**config.mk**
```make
export PLATFORM = sky130hd
export DESIGN_NAME = alignment_block_quality_filter_flat
export DESIGN_NICKNAME = d
export VERILOG_FILES = /design/src/rtl/abqf_pkg.sv /design/src/rtl/abqf_if.sv /design/src/rtl/abqf_front.sv /design/src/rtl/abqf_queue.sv /design/src/rtl/abqf_back.sv /design/src/rtl/alignment_block_quality_filter.sv /design/src/flat_wrapper.sv
export SDC_FILE = /design/constraint.sdc
export NUM_CORES = 2
export LEC_CHECK = 0
export CAP_MARGIN = 25
export CORE_MARGIN = 2
export CORE_UTILIZATION = 31
export CTS_BUF_LIST = sky130_fd_sc_hd__clkbuf_4 sky130_fd_sc_hd__clkbuf_8 sky130_fd_sc_hd__clkbuf_16
export CTS_CLUSTER_DIAMETER = 200
export CTS_CLUSTER_SIZE = 10
export DETAILED_ROUTE_END_ITERATION = 16
export DONT_BUFFER_PORTS = 1
export GPL_TIMING_DRIVEN = 0
export PLACE_DENSITY = 0.58
export SLEW_MARGIN = 0
export SYNTH_ARGS = -nofsm -noshare
export SYNTH_HDL_FRONTEND = slang
export SYNTH_SLANG_ARGS = --single-unit
```
**constraint.sdc**
```tcl
create_clock -name clk -period 34.3 [get_ports clk]
set_input_delay 3.43 -clock clk [delete_from_list [all_inputs] [get_ports clk]]
set_output_delay 3.43 -clock clk [all_outputs]
set_load 0.01 [all_outputs]
```
**src/rtl/abqf_pkg.sv**
```systemverilog
// Package for the alignment block quality filter.
// Holds the back-end state type, register indexes and fixed constants.
// Has no dependencies.
package abqf_pkg;

  localparam int unsigned CODE_BITS = 8;
  localparam logic [CODE_BITS-1:0] CODE_N = 8'd110;

  localparam int unsigned REG_IDX_BITS = 3;
  localparam int unsigned ADDR_BITS = 5;
  localparam int unsigned DATA_BITS = 32;

  localparam logic [REG_IDX_BITS-1:0] REG_TARGET_OFFSET  = 3'd0;
  localparam logic [REG_IDX_BITS-1:0] REG_QUERY_SIZE     = 3'd1;
  localparam logic [REG_IDX_BITS-1:0] REG_REVERSE_STRAND = 3'd2;
  localparam logic [REG_IDX_BITS-1:0] REG_MRNA_MODE      = 3'd3;
  localparam logic [REG_IDX_BITS-1:0] REG_MIN_MATCH      = 3'd4;

  localparam int unsigned MIN_MATCH_RESET = 50;
  localparam logic MRNA_MODE_RESET = 1'b1;

  typedef enum logic [2:0] {
    B_IDLE,
    B_DIF,
    B_SUM,
    B_CMP,
    B_OUT
  } back_state_t;

endpackage

```
**src/rtl/abqf_if.sv**
```systemverilog
// Channel interfaces for the alignment block quality filter.
// abqf_pair_if carries aligned base pairs, abqf_result_if carries results.
// Depends on abqf_pkg for the character code width.
interface abqf_pair_if #(
  parameter int unsigned POS_BITS = 28
);
  logic                              valid;
  logic                              ready;
  logic [abqf_pkg::CODE_BITS-1:0]    query_base;
  logic [abqf_pkg::CODE_BITS-1:0]    target_base;
  logic [POS_BITS-1:0]               query_pos;
  logic [POS_BITS-1:0]               target_pos;
  logic                              last_pair;

  modport source (
    output valid, query_base, target_base, query_pos, target_pos, last_pair,
    input  ready
  );
  modport sink (
    input  valid, query_base, target_base, query_pos, target_pos, last_pair,
    output ready
  );
endinterface

interface abqf_result_if #(
  parameter int unsigned POS_BITS = 28
);
  logic                valid;
  logic                ready;
  logic                pass;
  logic [POS_BITS-1:0] match_count;
  logic [POS_BITS-1:0] mismatch_count;
  logic [POS_BITS-1:0] n_count;
  logic [POS_BITS-1:0] query_gap_count;
  logic [POS_BITS-1:0] query_gap_bases;
  logic [POS_BITS-1:0] target_gap_count;
  logic [POS_BITS-1:0] target_gap_bases;
  logic [POS_BITS-1:0] query_start;
  logic [POS_BITS-1:0] query_end;
  logic [POS_BITS-1:0] target_start;
  logic [POS_BITS-1:0] target_end;

  modport source (
    output valid, pass, match_count, mismatch_count, n_count, query_gap_count,
           query_gap_bases, target_gap_count, target_gap_bases, query_start,
           query_end, target_start, target_end,
    input  ready
  );
  modport sink (
    input  valid, pass, match_count, mismatch_count, n_count, query_gap_count,
           query_gap_bases, target_gap_count, target_gap_bases, query_start,
           query_end, target_start, target_end,
    output ready
  );
endinterface

```
**src/rtl/abqf_front.sv**
```systemverilog
// Front end: accepts one base pair per cycle unless the summary queue is full,
// and accumulates the counts. On the last pair it pushes an alignment summary
// into the queue. Depends on abqf_pkg and abqf_if.
module abqf_front #(
  parameter int unsigned POS_BITS = 28,
  parameter int unsigned SUM_BITS = 11 * POS_BITS
) (
  input  logic                clk,
  input  logic                rst,
  abqf_pair_if.sink           pairs,
  input  logic                full,
  output logic                push,
  output logic [SUM_BITS-1:0] push_data
);

  typedef struct packed {
    logic [POS_BITS-1:0] match_cnt;
    logic [POS_BITS-1:0] mismatches;
    logic [POS_BITS-1:0] n_pairs;
    logic [POS_BITS-1:0] q_gaps;
    logic [POS_BITS-1:0] q_gap_sum;
    logic [POS_BITS-1:0] t_gaps;
    logic [POS_BITS-1:0] t_gap_sum;
    logic [POS_BITS-1:0] first_q;
    logic [POS_BITS-1:0] first_t;
    logic [POS_BITS-1:0] last_q;
    logic [POS_BITS-1:0] last_t;
  } summary_t;

  function automatic logic [POS_BITS-1:0] sat_add(input logic [POS_BITS-1:0] a,
                                                  input logic [POS_BITS-1:0] b);
    logic [POS_BITS:0] s;
    s = {1'b0, a} + {1'b0, b};
    return s[POS_BITS] ? {POS_BITS{1'b1}} : s[POS_BITS-1:0];
  endfunction

  logic                aln_open;
  logic [POS_BITS-1:0] match_cnt, mismatches, n_pairs;
  logic [POS_BITS-1:0] q_gaps, q_gap_sum, t_gaps, t_gap_sum;
  logic [POS_BITS-1:0] first_q, first_t, prev_q, prev_t;

  logic                accept;
  logic [POS_BITS:0]   q_expect, t_expect, q_skip, t_skip;
  logic                q_gap, t_gap, q_fwd, t_fwd, has_n, is_match;
  summary_t            nxt;

  assign pairs.ready = !full;
  assign accept = pairs.valid && pairs.ready;
  assign push = accept && pairs.last_pair;
  assign push_data = nxt;

  always_comb begin
    q_expect = {1'b0, prev_q} + 1'b1;
    t_expect = {1'b0, prev_t} + 1'b1;
    q_gap = aln_open && ({1'b0, pairs.query_pos} != q_expect);
    t_gap = aln_open && ({1'b0, pairs.target_pos} != t_expect);
    q_fwd = {1'b0, pairs.query_pos} > q_expect;
    t_fwd = {1'b0, pairs.target_pos} > t_expect;
    q_skip = {1'b0, pairs.query_pos} - q_expect;
    t_skip = {1'b0, pairs.target_pos} - t_expect;
    has_n = (pairs.query_base == abqf_pkg::CODE_N) ||
            (pairs.target_base == abqf_pkg::CODE_N);
    is_match = !has_n && (pairs.query_base == pairs.target_base);

    nxt.match_cnt  = aln_open ? match_cnt : '0;
    nxt.mismatches = aln_open ? mismatches : '0;
    nxt.n_pairs    = aln_open ? n_pairs : '0;
    nxt.q_gaps     = aln_open ? q_gaps : '0;
    nxt.q_gap_sum  = aln_open ? q_gap_sum : '0;
    nxt.t_gaps     = aln_open ? t_gaps : '0;
    nxt.t_gap_sum  = aln_open ? t_gap_sum : '0;
    nxt.first_q    = aln_open ? first_q : pairs.query_pos;
    nxt.first_t    = aln_open ? first_t : pairs.target_pos;
    nxt.last_q     = pairs.query_pos;
    nxt.last_t     = pairs.target_pos;

    if (has_n) begin
      nxt.n_pairs = sat_add(nxt.n_pairs, POS_BITS'(1));
    end else if (is_match) begin
      nxt.match_cnt = sat_add(nxt.match_cnt, POS_BITS'(1));
    end else begin
      nxt.mismatches = sat_add(nxt.mismatches, POS_BITS'(1));
    end
    if (q_gap) begin
      nxt.q_gaps = sat_add(nxt.q_gaps, POS_BITS'(1));
      if (q_fwd) begin
        nxt.q_gap_sum = sat_add(nxt.q_gap_sum, q_skip[POS_BITS-1:0]);
      end
    end
    if (t_gap) begin
      nxt.t_gaps = sat_add(nxt.t_gaps, POS_BITS'(1));
      if (t_fwd) begin
        nxt.t_gap_sum = sat_add(nxt.t_gap_sum, t_skip[POS_BITS-1:0]);
      end
    end
  end

  always_ff @(posedge clk) begin
    if (rst) begin
      aln_open <= 1'b0;
    end else if (accept) begin
      aln_open <= !pairs.last_pair;
    end
  end

  always_ff @(posedge clk) begin
    if (accept) begin
      match_cnt  <= nxt.match_cnt;
      mismatches <= nxt.mismatches;
      n_pairs    <= nxt.n_pairs;
      q_gaps     <= nxt.q_gaps;
      q_gap_sum  <= nxt.q_gap_sum;
      t_gaps     <= nxt.t_gaps;
      t_gap_sum  <= nxt.t_gap_sum;
      first_q    <= nxt.first_q;
      first_t    <= nxt.first_t;
      prev_q     <= pairs.query_pos;
      prev_t     <= pairs.target_pos;
    end
  end

endmodule

```
**src/rtl/abqf_queue.sv**
```systemverilog
// Two-entry queue of alignment summaries between front and back end.
// Written at one entry and read at one entry per cycle.
// Has no dependencies.
module abqf_queue #(
  parameter int unsigned WIDTH = 308
) (
  input  logic             clk,
  input  logic             rst,
  input  logic             push,
  input  logic [WIDTH-1:0] push_data,
  input  logic             pop,
  output logic [WIDTH-1:0] pop_data,
  output logic             full,
  output logic             empty
);

  logic [WIDTH-1:0] entries [2];
  logic             wr_ptr, rd_ptr;
  logic [1:0]       count;

  assign full = count[1];
  assign empty = (count == 2'd0);
  assign pop_data = entries[rd_ptr];

  always_ff @(posedge clk) begin
    if (push) begin
      entries[wr_ptr] <= push_data;
    end
  end

  always_ff @(posedge clk) begin
    if (rst) begin
      wr_ptr <= 1'b0;
      rd_ptr <= 1'b0;
      count  <= 2'd0;
    end else begin
      if (push) begin
        wr_ptr <= !wr_ptr;
      end
      if (pop) begin
        rd_ptr <= !rd_ptr;
      end
      count <= count + {1'b0, push} - {1'b0, pop};
    end
  end

endmodule

```
**src/rtl/abqf_back.sv**
```systemverilog
// Back end: takes one alignment summary, works out the badness test and
// the spans in the DIF, SUM and CMP states, and holds the result until it is taken.
// Depends on abqf_pkg and abqf_if.
module abqf_back #(
  parameter int unsigned POS_BITS = 28,
  parameter int unsigned SUM_BITS = 11 * POS_BITS
) (
  input  logic                clk,
  input  logic                rst,
  input  logic                empty,
  input  logic [SUM_BITS-1:0] pop_data,
  output logic                pop,
  input  logic [POS_BITS-1:0] target_offset,
  input  logic [POS_BITS-1:0] query_size,
  input  logic                reverse_strand,
  input  logic                mrna_mode,
  input  logic [POS_BITS-1:0] min_match,
  abqf_result_if.source       results
);

  typedef struct packed {
    logic [POS_BITS-1:0] match_cnt;
    logic [POS_BITS-1:0] mismatches;
    logic [POS_BITS-1:0] n_pairs;
    logic [POS_BITS-1:0] q_gaps;
    logic [POS_BITS-1:0] q_gap_sum;
    logic [POS_BITS-1:0] t_gaps;
    logic [POS_BITS-1:0] t_gap_sum;
    logic [POS_BITS-1:0] first_q;
    logic [POS_BITS-1:0] first_t;
    logic [POS_BITS-1:0] last_q;
    logic [POS_BITS-1:0] last_t;
  } summary_t;

  localparam int unsigned X_BITS = POS_BITS + 3;
  localparam int unsigned TEN_BITS = X_BITS + 4;

  function automatic logic [POS_BITS-1:0] sat_add(input logic [POS_BITS-1:0] a,
                                                  input logic [POS_BITS-1:0] b);
    logic [POS_BITS:0] s;
    s = {1'b0, a} + {1'b0, b};
    return s[POS_BITS] ? {POS_BITS{1'b1}} : s[POS_BITS-1:0];
  endfunction

  abqf_pkg::back_state_t state, state_next;
  summary_t              sum;
  logic [POS_BITS:0]     dif_mag, ins;
  logic [POS_BITS-1:0]   q_end_sat, t_end_sat;
  logic [X_BITS-1:0]     bad_sum;
  logic [POS_BITS-1:0]   q_lo, q_hi, t_lo, t_hi;

  logic                  pass;
  logic [POS_BITS-1:0]   query_start, query_end, target_start, target_end;

  logic signed [POS_BITS+1:0] dq, dt, dif;
  logic [TEN_BITS-1:0]        ten_x;

  always_comb begin
    dq = $signed({2'b00, sum.last_q}) - $signed({2'b00, sum.first_q});
    dt = $signed({2'b00, sum.last_t}) - $signed({2'b00, sum.first_t});
    dif = dq - dt;
    ten_x = {bad_sum, 3'b000} + {2'b00, bad_sum, 1'b0};
  end

  always_comb begin
    state_next = state;
    unique case (state)
      abqf_pkg::B_IDLE: begin
        if (!empty) begin
          state_next = abqf_pkg::B_DIF;
        end
      end
      abqf_pkg::B_DIF: state_next = abqf_pkg::B_SUM;
      abqf_pkg::B_SUM: state_next = abqf_pkg::B_CMP;
      abqf_pkg::B_CMP: state_next = abqf_pkg::B_OUT;
      abqf_pkg::B_OUT: begin
        if (results.ready) begin
          state_next = abqf_pkg::B_IDLE;
        end
      end
      default: state_next = abqf_pkg::B_IDLE;
    endcase
  end

  always_comb begin
    pop = (state == abqf_pkg::B_IDLE) && !empty;
    results.valid = (state == abqf_pkg::B_OUT);
    results.pass = pass;
    results.match_count = sum.match_cnt;
    results.mismatch_count = sum.mismatches;
    results.n_count = sum.n_pairs;
    results.query_gap_count = sum.q_gaps;
    results.query_gap_bases = sum.q_gap_sum;
    results.target_gap_count = sum.t_gaps;
    results.target_gap_bases = sum.t_gap_sum;
    results.query_start = query_start;
    results.query_end = query_end;
    results.target_start = target_start;
    results.target_end = target_end;
  end

  always_ff @(posedge clk) begin
    if (rst) begin
      state <= abqf_pkg::B_IDLE;
    end else begin
      state <= state_next;
    end
  end

  always_ff @(posedge clk) begin
    unique case (state)
      abqf_pkg::B_IDLE: begin
        if (!empty) begin
          sum <= pop_data;
        end
      end
      abqf_pkg::B_DIF: begin
        if (dif < 0) begin
          dif_mag <= mrna_mode ? '0 : (POS_BITS+1)'(-dif);
        end else begin
          dif_mag <= (POS_BITS+1)'(dif);
        end
        ins <= {1'b0, sum.q_gaps} + (mrna_mode ? '0 : {1'b0, sum.t_gaps});
        q_end_sat <= sat_add(sum.last_q, POS_BITS'(1));
        t_end_sat <= sat_add(sum.last_t, POS_BITS'(1));
      end
      abqf_pkg::B_SUM: begin
        bad_sum <= X_BITS'(sum.mismatches) + X_BITS'(ins) + X_BITS'(dif_mag);
        if (reverse_strand) begin
          q_lo <= (query_size >= q_end_sat) ? query_size - q_end_sat : '0;
          q_hi <= (query_size >= sum.first_q) ? query_size - sum.first_q : '0;
        end else begin
          q_lo <= sum.first_q;
          q_hi <= q_end_sat;
        end
        t_lo <= sat_add(sum.first_t, target_offset);
        t_hi <= sat_add(t_end_sat, target_offset);
      end
      abqf_pkg::B_CMP: begin
        pass <= (sum.match_cnt != '0) && (ten_x < TEN_BITS'(sum.match_cnt)) &&
                (sum.match_cnt >= min_match);
        query_start <= q_lo;
        query_end <= q_hi;
        target_start <= t_lo;
        target_end <= t_hi;
      end
      abqf_pkg::B_OUT: begin
      end
      default: begin
      end
    endcase
  end

endmodule

```
**src/rtl/alignment_block_quality_filter.sv**
```systemverilog
// Alignment block quality filter, top level. Depends on abqf_pkg, abqf_if,
// abqf_front, abqf_queue and abqf_back.
// Throughput: one base pair per cycle, held only when the summary queue is full.
// A result is shown once its summary has passed the queue and the back end's DIF,
// SUM and CMP states; the back end pops the next summary only once it is taken.
// Reset is synchronous and active high; it empties the queue and loads defaults.
module alignment_block_quality_filter #(
  parameter int unsigned POS_BITS = 28
) (
  input  logic                                 clk,
  input  logic                                 rst,
  abqf_pair_if.sink                            pairs,
  abqf_result_if.source                        results,
  input  logic                                 psel,
  input  logic                                 penable,
  input  logic                                 pwrite,
  input  logic [abqf_pkg::ADDR_BITS-1:0]       paddr,
  input  logic [abqf_pkg::DATA_BITS-1:0]       pwdata,
  output logic [abqf_pkg::DATA_BITS-1:0]       prdata,
  output logic                                 pready
);

  localparam int unsigned SUM_BITS = 11 * POS_BITS;

  logic [POS_BITS-1:0] target_offset, query_size, min_match;
  logic                reverse_strand, mrna_mode;
  logic                cfg_write;
  logic [abqf_pkg::REG_IDX_BITS-1:0] reg_idx;

  logic                push, pop, full, empty;
  logic [SUM_BITS-1:0] push_data, pop_data;

  assign pready = 1'b1;
  assign cfg_write = psel && penable && pwrite && pready;
  assign reg_idx = paddr[abqf_pkg::ADDR_BITS-1:2];

  always_ff @(posedge clk) begin
    if (rst) begin
      target_offset  <= '0;
      query_size     <= '0;
      reverse_strand <= 1'b0;
      mrna_mode      <= abqf_pkg::MRNA_MODE_RESET;
      min_match      <= POS_BITS'(abqf_pkg::MIN_MATCH_RESET);
    end else if (cfg_write) begin
      unique case (reg_idx)
        abqf_pkg::REG_TARGET_OFFSET:  target_offset <= pwdata[POS_BITS-1:0];
        abqf_pkg::REG_QUERY_SIZE:     query_size <= pwdata[POS_BITS-1:0];
        abqf_pkg::REG_REVERSE_STRAND: reverse_strand <= pwdata[0];
        abqf_pkg::REG_MRNA_MODE:      mrna_mode <= pwdata[0];
        abqf_pkg::REG_MIN_MATCH:      min_match <= pwdata[POS_BITS-1:0];
        default: begin
        end
      endcase
    end
  end

  always_comb begin
    unique case (reg_idx)
      abqf_pkg::REG_TARGET_OFFSET:  prdata = abqf_pkg::DATA_BITS'(target_offset);
      abqf_pkg::REG_QUERY_SIZE:     prdata = abqf_pkg::DATA_BITS'(query_size);
      abqf_pkg::REG_REVERSE_STRAND: prdata = abqf_pkg::DATA_BITS'(reverse_strand);
      abqf_pkg::REG_MRNA_MODE:      prdata = abqf_pkg::DATA_BITS'(mrna_mode);
      abqf_pkg::REG_MIN_MATCH:      prdata = abqf_pkg::DATA_BITS'(min_match);
      default:                      prdata = '0;
    endcase
  end

  abqf_front #(
    .POS_BITS (POS_BITS),
    .SUM_BITS (SUM_BITS)
  ) u_front (
    .clk       (clk),
    .rst       (rst),
    .pairs     (pairs),
    .full      (full),
    .push      (push),
    .push_data (push_data)
  );

  abqf_queue #(
    .WIDTH (SUM_BITS)
  ) u_queue (
    .clk       (clk),
    .rst       (rst),
    .push      (push),
    .push_data (push_data),
    .pop       (pop),
    .pop_data  (pop_data),
    .full      (full),
    .empty     (empty)
  );

  abqf_back #(
    .POS_BITS (POS_BITS),
    .SUM_BITS (SUM_BITS)
  ) u_back (
    .clk            (clk),
    .rst            (rst),
    .empty          (empty),
    .pop_data       (pop_data),
    .pop            (pop),
    .target_offset  (target_offset),
    .query_size     (query_size),
    .reverse_strand (reverse_strand),
    .mrna_mode      (mrna_mode),
    .min_match      (min_match),
    .results        (results)
  );

endmodule
```
**src/flat_wrapper.sv**
```systemverilog
// flat-port wrapper written by rule: the top's interface ports become plain ports
module alignment_block_quality_filter_flat 
#(
  parameter int unsigned POS_BITS = 28
)
  (clk, rst, psel, penable, pwrite, paddr, pwdata, prdata, pready, pairs_valid, pairs_query_base, pairs_target_base, pairs_query_pos, pairs_target_pos, pairs_last_pair, pairs_ready, results_valid, results_pass, results_match_count, results_mismatch_count, results_n_count, results_query_gap_count, results_query_gap_bases, results_target_gap_count, results_target_gap_bases, results_query_start, results_query_end, results_target_start, results_target_end, results_ready);
  abqf_pair_if #(.POS_BITS(POS_BITS)) pairs_i ();
  abqf_result_if #(.POS_BITS(POS_BITS)) results_i ();
  input  logic clk;
  input  logic rst;
  input  logic psel;
  input  logic penable;
  input  logic pwrite;
  input  logic [abqf_pkg::ADDR_BITS-1:0] paddr;
  input  logic [abqf_pkg::DATA_BITS-1:0] pwdata;
  output logic [abqf_pkg::DATA_BITS-1:0] prdata;
  output logic pready;
  input wire logic [$bits(pairs_i.valid)-1:0] pairs_valid;
  input wire logic [$bits(pairs_i.query_base)-1:0] pairs_query_base;
  input wire logic [$bits(pairs_i.target_base)-1:0] pairs_target_base;
  input wire logic [$bits(pairs_i.query_pos)-1:0] pairs_query_pos;
  input wire logic [$bits(pairs_i.target_pos)-1:0] pairs_target_pos;
  input wire logic [$bits(pairs_i.last_pair)-1:0] pairs_last_pair;
  output wire logic [$bits(pairs_i.ready)-1:0] pairs_ready;
  output wire logic [$bits(results_i.valid)-1:0] results_valid;
  output wire logic [$bits(results_i.pass)-1:0] results_pass;
  output wire logic [$bits(results_i.match_count)-1:0] results_match_count;
  output wire logic [$bits(results_i.mismatch_count)-1:0] results_mismatch_count;
  output wire logic [$bits(results_i.n_count)-1:0] results_n_count;
  output wire logic [$bits(results_i.query_gap_count)-1:0] results_query_gap_count;
  output wire logic [$bits(results_i.query_gap_bases)-1:0] results_query_gap_bases;
  output wire logic [$bits(results_i.target_gap_count)-1:0] results_target_gap_count;
  output wire logic [$bits(results_i.target_gap_bases)-1:0] results_target_gap_bases;
  output wire logic [$bits(results_i.query_start)-1:0] results_query_start;
  output wire logic [$bits(results_i.query_end)-1:0] results_query_end;
  output wire logic [$bits(results_i.target_start)-1:0] results_target_start;
  output wire logic [$bits(results_i.target_end)-1:0] results_target_end;
  input wire logic [$bits(results_i.ready)-1:0] results_ready;
  assign pairs_i.valid = pairs_valid;
  assign pairs_i.query_base = pairs_query_base;
  assign pairs_i.target_base = pairs_target_base;
  assign pairs_i.query_pos = pairs_query_pos;
  assign pairs_i.target_pos = pairs_target_pos;
  assign pairs_i.last_pair = pairs_last_pair;
  assign pairs_ready = pairs_i.ready;
  assign results_valid = results_i.valid;
  assign results_pass = results_i.pass;
  assign results_match_count = results_i.match_count;
  assign results_mismatch_count = results_i.mismatch_count;
  assign results_n_count = results_i.n_count;
  assign results_query_gap_count = results_i.query_gap_count;
  assign results_query_gap_bases = results_i.query_gap_bases;
  assign results_target_gap_count = results_i.target_gap_count;
  assign results_target_gap_bases = results_i.target_gap_bases;
  assign results_query_start = results_i.query_start;
  assign results_query_end = results_i.query_end;
  assign results_target_start = results_i.target_start;
  assign results_target_end = results_i.target_end;
  assign results_i.ready = results_ready;
  alignment_block_quality_filter #(.POS_BITS(POS_BITS)) u_core (.clk(clk), .rst(rst), .pairs(pairs_i), .results(results_i), .psel(psel), .penable(penable), .pwrite(pwrite), .paddr(paddr), .pwdata(pwdata), .prdata(prdata), .pready(pready));
endmodule
```
## Word-level counts from Yosys, hierarchy flattened

Memory sizes are Yosys's and may differ from the RTL's. A register that Yosys moved wholly into a read port is not among the register bits.
Cells that the tools add are included.

| storage, ports and cells | value |
|---|---|
| memory bits (writable) | 616 |
| register bits after elaboration | 772 |
| latch bits | 0 |
| bits of input ports | 117 |
| ROM bits | 0 |
| memories kept | 1 |

Memory list:

| name | depth | width | rd ports | clocked after memory_dff | wr ports | RTL line | text |
|---|---|---|---|---|---|---|---|
| u_core.u_queue.entries | 2 | 308 | 1 | 1 | 1 | abqf_queue.sv:17 | `logic [WIDTH-1:0] entries [2];` |

| cells by class | value |
|---|---|
| bitwise gates (word level) | 1 |
| reductions and logical operators | 28 |
| div/mod/pow operators | 0 |
| equal/unequal tests | 15 |
| order comparisons | 7 |
| shift-type cells | 0 |
| $add $sub $neg | 27 |
| muxes and demuxes | 37 |
| $mul | 0 |

Operators by type and width:

| operator | number |
|---|---|
| $mux 28 | 26 |
| $add 28x1->29 const B | 9 |
| $mux 56 | 3 |
| $add 28x28->29 | 5 |
| $pmux 28 s5 | 1 |
| $sub 28x28->28 | 4 |
| $ge 28x28->1 | 3 |
| $gt 28x29->1 | 2 |
| $mux 29 | 2 |
| $ne 28x29->1 | 2 |
| $sub 28x28->29 | 2 |
| $add 34x32->35 | 1 |
| $lt 35x28->1 | 1 |
| $add 30x29->31 | 1 |
| $add 28x29->30 | 1 |
| $lt 30x1->1 const B | 1 |
| $sub 29x29->30 | 1 |
| $neg 29->29 | 1 |
| $reduce_bool 28->1 | 1 |
| $eq 8x7->1 const B | 2 |
| $pmux 3 s5 | 1 |
| $reduce_and 2->1 | 7 |
| $eq 3x2->1 const B | 4 |
| $logic_and 1x1->1 | 10 |
| 14 further kinds | 24 |

## Longest topological paths before layout

| logic depth | value |
|---|---|
| depth after elaboration | 6 |
| depth in mapped cells | 30 |
| depth with buffers taken out | 28 |

## Modules after synthesis

Synthesis repeated with hierarchy kept, for this count alone.

| second synthesis, totals | value |
|---|---|
| cells, all modules | 7256 |
| area total of the unflattened synthesis | 90164.0 µm² |

By module, submodules not included:

| module | sequential area each (µm²) | instances | cells each | area each (µm²) |
|---|---|---|---|---|
| abqf_back | 20419.6 | 1 | 3581 | 40518.9 |
| abqf_queue | 18597.8 | 1 | 978 | 23242.3 |
| abqf_front | 9268.9 | 1 | 2266 | 22103.7 |
| alignment_block_quality_filter | 1721.7 | 1 | 431 | 4299.1 |

## Least setup slack after synthesis

OpenSTA, ideal clock, no wires.

| timing | value |
|---|---|
| path type | register to register |
| start | reg u_core.u_back.state[1] |
| end | reg u_core.u_queue.count[1] |
| period minus slack after synthesis | 33.793 ns |
| arrival time | 33.665 ns |
| cell stages (with the launch flop) | 8 |
| setup slack | 0.507 ns |
| buffers on the path | 0 |
| setup time | 0.128 ns |
| path through | dfxtp_1 -> nor4_1 -> ha_1 -> inv_1 -> ha_1 -> xnor2_1 -> xnor2_1 -> nor2_1 |

| on the way | value |
|---|---|
| word-level cells in the longest chain between the ends | 3 |

Ends and longest elaborated chain:

| element | RTL line | text |
|---|---|---|
| start: declaration | abqf_back.sv:45 | `abqf_pkg::back_state_t state, state_next;` |
| start signal: assignment | abqf_back.sv:104 | `state <= abqf_pkg::B_IDLE;` |
| start signal: assignment | abqf_back.sv:106 | `state <= state_next;` |
| $logic_not 3->1 | abqf_back.sv:86 | `pop = (state == abqf_pkg::B_IDLE) && !empty;` |
| $logic_and 1x1->1 | abqf_back.sv:86 |  |
| via u_core.pop | alignment_block_quality_filter.sv:30 | `logic push, pop, full, empty;` |
| $sub 2x1->2 | abqf_queue.sv:43 | `count <= count + {1'b0, push} - {1'b0, pop};` |
| end signal: assignment | abqf_queue.sv:43 |  |
| end: declaration | abqf_queue.sv:19 | `logic [1:0] count;` |

The timed path passes the listed nets, and every way through them passes these cells.
A chain may end at the register's enable or synchronous reset.

## Worst setup path after layout

| timing | value |
|---|---|
| start | in paddr[2] (netlist name) |
| end | out prdata[17] (netlist name) |

| on the way | value |
|---|---|
| word-level cells in the longest chain between the ends | 2 |
| elaborated cells between the ends (all ways) | 6 |
| those cells by class | 4 x eq/ne; 1 x mux; 1 x reduce/logical |

Ends and longest elaborated chain:

| element | RTL line | text |
|---|---|---|
| start: declaration | flat_wrapper.sv:14 | `input logic [abqf_pkg::ADDR_BITS-1:0] paddr;` |
| $eq 3x3->1, or another cell as far along | alignment_block_quality_filter.sv:58 | `unique case (reg_idx)` |
| $pmux 28 s5 (*) | alignment_block_quality_filter.sv:58 |  |
| end: declaration | flat_wrapper.sv:16 | `output logic [abqf_pkg::DATA_BITS-1:0] prdata;` |

Mark *: on every way between the ends. The rest lies on a longest branch, timed or not.

==> impl_metrics.ini <==
[routing]
drt_first_pass_iters = 6
avgRoutedWirePerCell_um = 23.3
drt_iter0_drc = 4806
drc = 0
num_vias = 58500
via_per_inst = 5.13
finalWirelength_mm = 266
postRouteAntennaNets = 1

[synthesis]
netlist_area_mm2 = 0.0880
yosys_most_used_dff = edfxtp_1
synth_edf_count = 1602
avgSynthCellArea_um2 = 12.1
syn_inst = 7272
yosysUniqueCellTypes = 99
synthArstFlopShare_pct = 0
seq_area_frac_synth_pct = 56.8
yosysWarnings = 0
yosys_register_bits = 1696

[power_and_ir_drop]
total_power_mw = 10.2
power-per-cell-area_mw_per_mm2 = 102
p_leak_nw = 36.4
ir_drop_mv = 0.114

[global_routing]
antenna_found_initial = 24
grtUsageMet2_pct = 27.6
grt_pass1_wl_mm = 380
grt_pass1_vias = 57000
globalRouteOverflowTotal = 0
grt-busiest-layer = met2
use_met3_pct = 3.12
grt_max_degree = 59
met1_usage_pct = 24.8
grt_usage_pct = 17.8

[worst_setup_path]
crit_buf_inv = 3
worstPathCellList = clkbuf_1 -> clkbuf_1 -> clkbuf_1 -> nor2_1 -> a21oi_1 -> nor2_1
cp_slowest_stage_delay_ps = 560
cp_data_arrival_time_ps = 5350
worstSetupEndpointType = output pin
slowest_stage = clkbuf_1
critPathMaxFanout = 10
critPathTopFamily = buffers and inverters
path_class = in2out
cp_common_cell = clkbuf_1
start_kind = primary input
worst-endpoint-required_ps = 30870

[clock_tree]
path_clk_slew_ps = 60
clock_latency_ps = 890
cts-resized-gates = 0
cts_buffers = 191
clock_sinks = 1696
clk_path_buf_depth = 4
cts_hold_buffers = 0
cts-root-buf = clkbuf_16
cts_tree = built
cts_max_level = 4
cts_setup_buffers = 0

[outcome]
violations = antenna rules
status = finished with violations

[floorplan]
die_x_um = 537
initial_core_util_pct = 31.2
fp.dieArea_mm2 = 0.288
die_h_um = 537
core_area_mm2 = 0.282
placementRows = 195
ios = 461

[sta]
worst_pin_slew_ps = 1100
rsz0062_at_grt = no
fmax_mhz = 114
max-slew-margin-rel_pct = 26.7
finClkSkew_ps = 111
fin_crit_ps = 8780
finalHoldViolations = 0
post-route-period-util_pct = 25.6
setup_violations = 0
slew_viol_final = 0
fin_setup_tns_ps = 0

[finish]
nets = 8206
final_util_pct = 35.3
syn_to_final_growth_pct = 13.3
post_route_cells_drive_above_1_share_pct = 13.6

[flow_run]
cap_violations = 0

[placement]
place.gp.congestion = 0.930
dp_hpwl_mm = 207
portBuffers = 0

[worst_hold_path]
min_path_type = reg2reg
cell usage after synthesis (all sizes together) (28+ instances only):
library cell / count / share of area, %
o21ai: 325 / 1.8
o22ai: 58 / 0.42
and2: 97 / 0.69
a31oi: 34 / 0.24
edfxtp: 1602 / 55
buf: 223 / 1.9
nor2b: 100 / 0.71
nand2: 642 / 2.7
o21a: 57 / 0.49
mux2i: 35 / 0.40
nor4: 43 / 0.34
a211oi: 36 / 0.34
a21o: 163 / 1.4
ha: 462 / 6.6
clkbuf: 171 / 0.73
nand4: 84 / 0.61
inv: 305 / 1.3
or3: 30 / 0.22
nor3: 129 / 0.75
o21bai: 54 / 0.46
xor2: 219 / 2.2
nand2b: 61 / 0.43
a21oi: 478 / 2.7
o211ai: 28 / 0.24
o221a: 32 / 0.41
mux2: 370 / 4.7
and3: 88 / 0.63
xnor2: 292 / 2.9
dfxtp: 94 / 2.1
nor2: 390 / 1.7
nand3: 228 / 1.3
fa: 42 / 0.96
logic make-up after synthesis:
family                     Yosys count  synth area share, %
adders and majority gates          504                 7.53
xor gates and xnor gates           511                 5.09
other                                2              0.00854
buffers and inverters              701                 3.90
muxes                              405                 5.14
and+or+nand+nor                   1988                 10.9
DFF                               1696                 56.8
AOI/OAI and AO/OA                 1465                 10.6
stage by stage:
stage | area [um2] | hold slack [ps] | instances | worst slack (ps)
after floorplan | 88000 | 400 | 7275 | 507
after global placement | 92700 | 404 | 11000 | -21620
after detailed placement | 94300 | 405 | 11100 | 24840
after CTS | 99600 | 403 | 11400 | 25570
after global routing | 99600 | 412 | 11400 | 25320
final | 99600 | 410 | 11400 | 25520
state kept, by name (all words and copies together) (netlist names), 29 cells and up:
register                count
u_core.u_back.bad_sum      31
u_core.u_back.sum         112
u_core.u_back.dif_mag      29
u_core.u_queue.entries    616
u_core.u_back.ins          29
cell type report:
cell class	instances	area [um2]
timing repair buffer	117	1560
fill	27200	183000
sequential	1696	50000
tap	3743	4680
buffer	395	2290
clock inverter	10	150
inverter	306	1150
antenna	29	72.6
clock buffer	231	5110
multi-input combinational	4878	34600
placed cells by master, fill, tap and decap left out, types with 34 or more instances in the layout:
master / n
mux2i_1: 35
nand3_1: 228
nor2b_1: 99
xor2_1: 219
buf_4: 252
clkbuf_16: 193
o21bai_1: 54
a21o_1: 163
and2_1: 95
o21a_1: 57
nor2_1: 389
fa_1: 42
nand4_1: 83
clkbuf_4: 39
dfxtp_1: 94
inv_1: 305
ha_1: 462
a31oi_1: 34
o21ai_0: 306
mux2_2: 366
edfxtp_1: 1602
nor4_1: 38
xnor2_1: 292
nand2b_1: 61
o22ai_1: 57
nor3_1: 126
clkbuf_1: 166
a21oi_1: 476
nand2_1: 642
and3_1: 87
routing by layer:
metal | routed length (um) | vias to the layer above
met4 | 10400 | 2
met2 | 117000 | 1994
met1 | 121000 | 28800
met5 | 12 | -
li1 | - | 27400
met3 | 18100 | 370
worst paths after layout:
path / from / endpoint / slack, ps / cells after the start
setup / recovery: paddr[2] / prdata[17] / 25520 / 6
hold / removal: u_core.u_back.q_hi[16]$_DFFE_PN_ / u_core.u_back.results.query_end[16]$_DFFE_PP_ / 410 / 0
setup reg to reg: u_core.u_front.aln_open$_SDFFE_PP0P_ / u_core.u_queue.entries[0][125]$_DFFE_PP_ / 25820 / 24
hold reg to reg: u_core.u_back.q_hi[16]$_DFFE_PN_ / u_core.u_back.results.query_end[16]$_DFFE_PP_ / 410 / 0
where the power goes:
group	internal, mW	switching, mW
sequential	2.91	0.358
clock	1.04	0.808
combinational	1.91	3.14
Note: power is estimated with default switching activity, not from simulation.
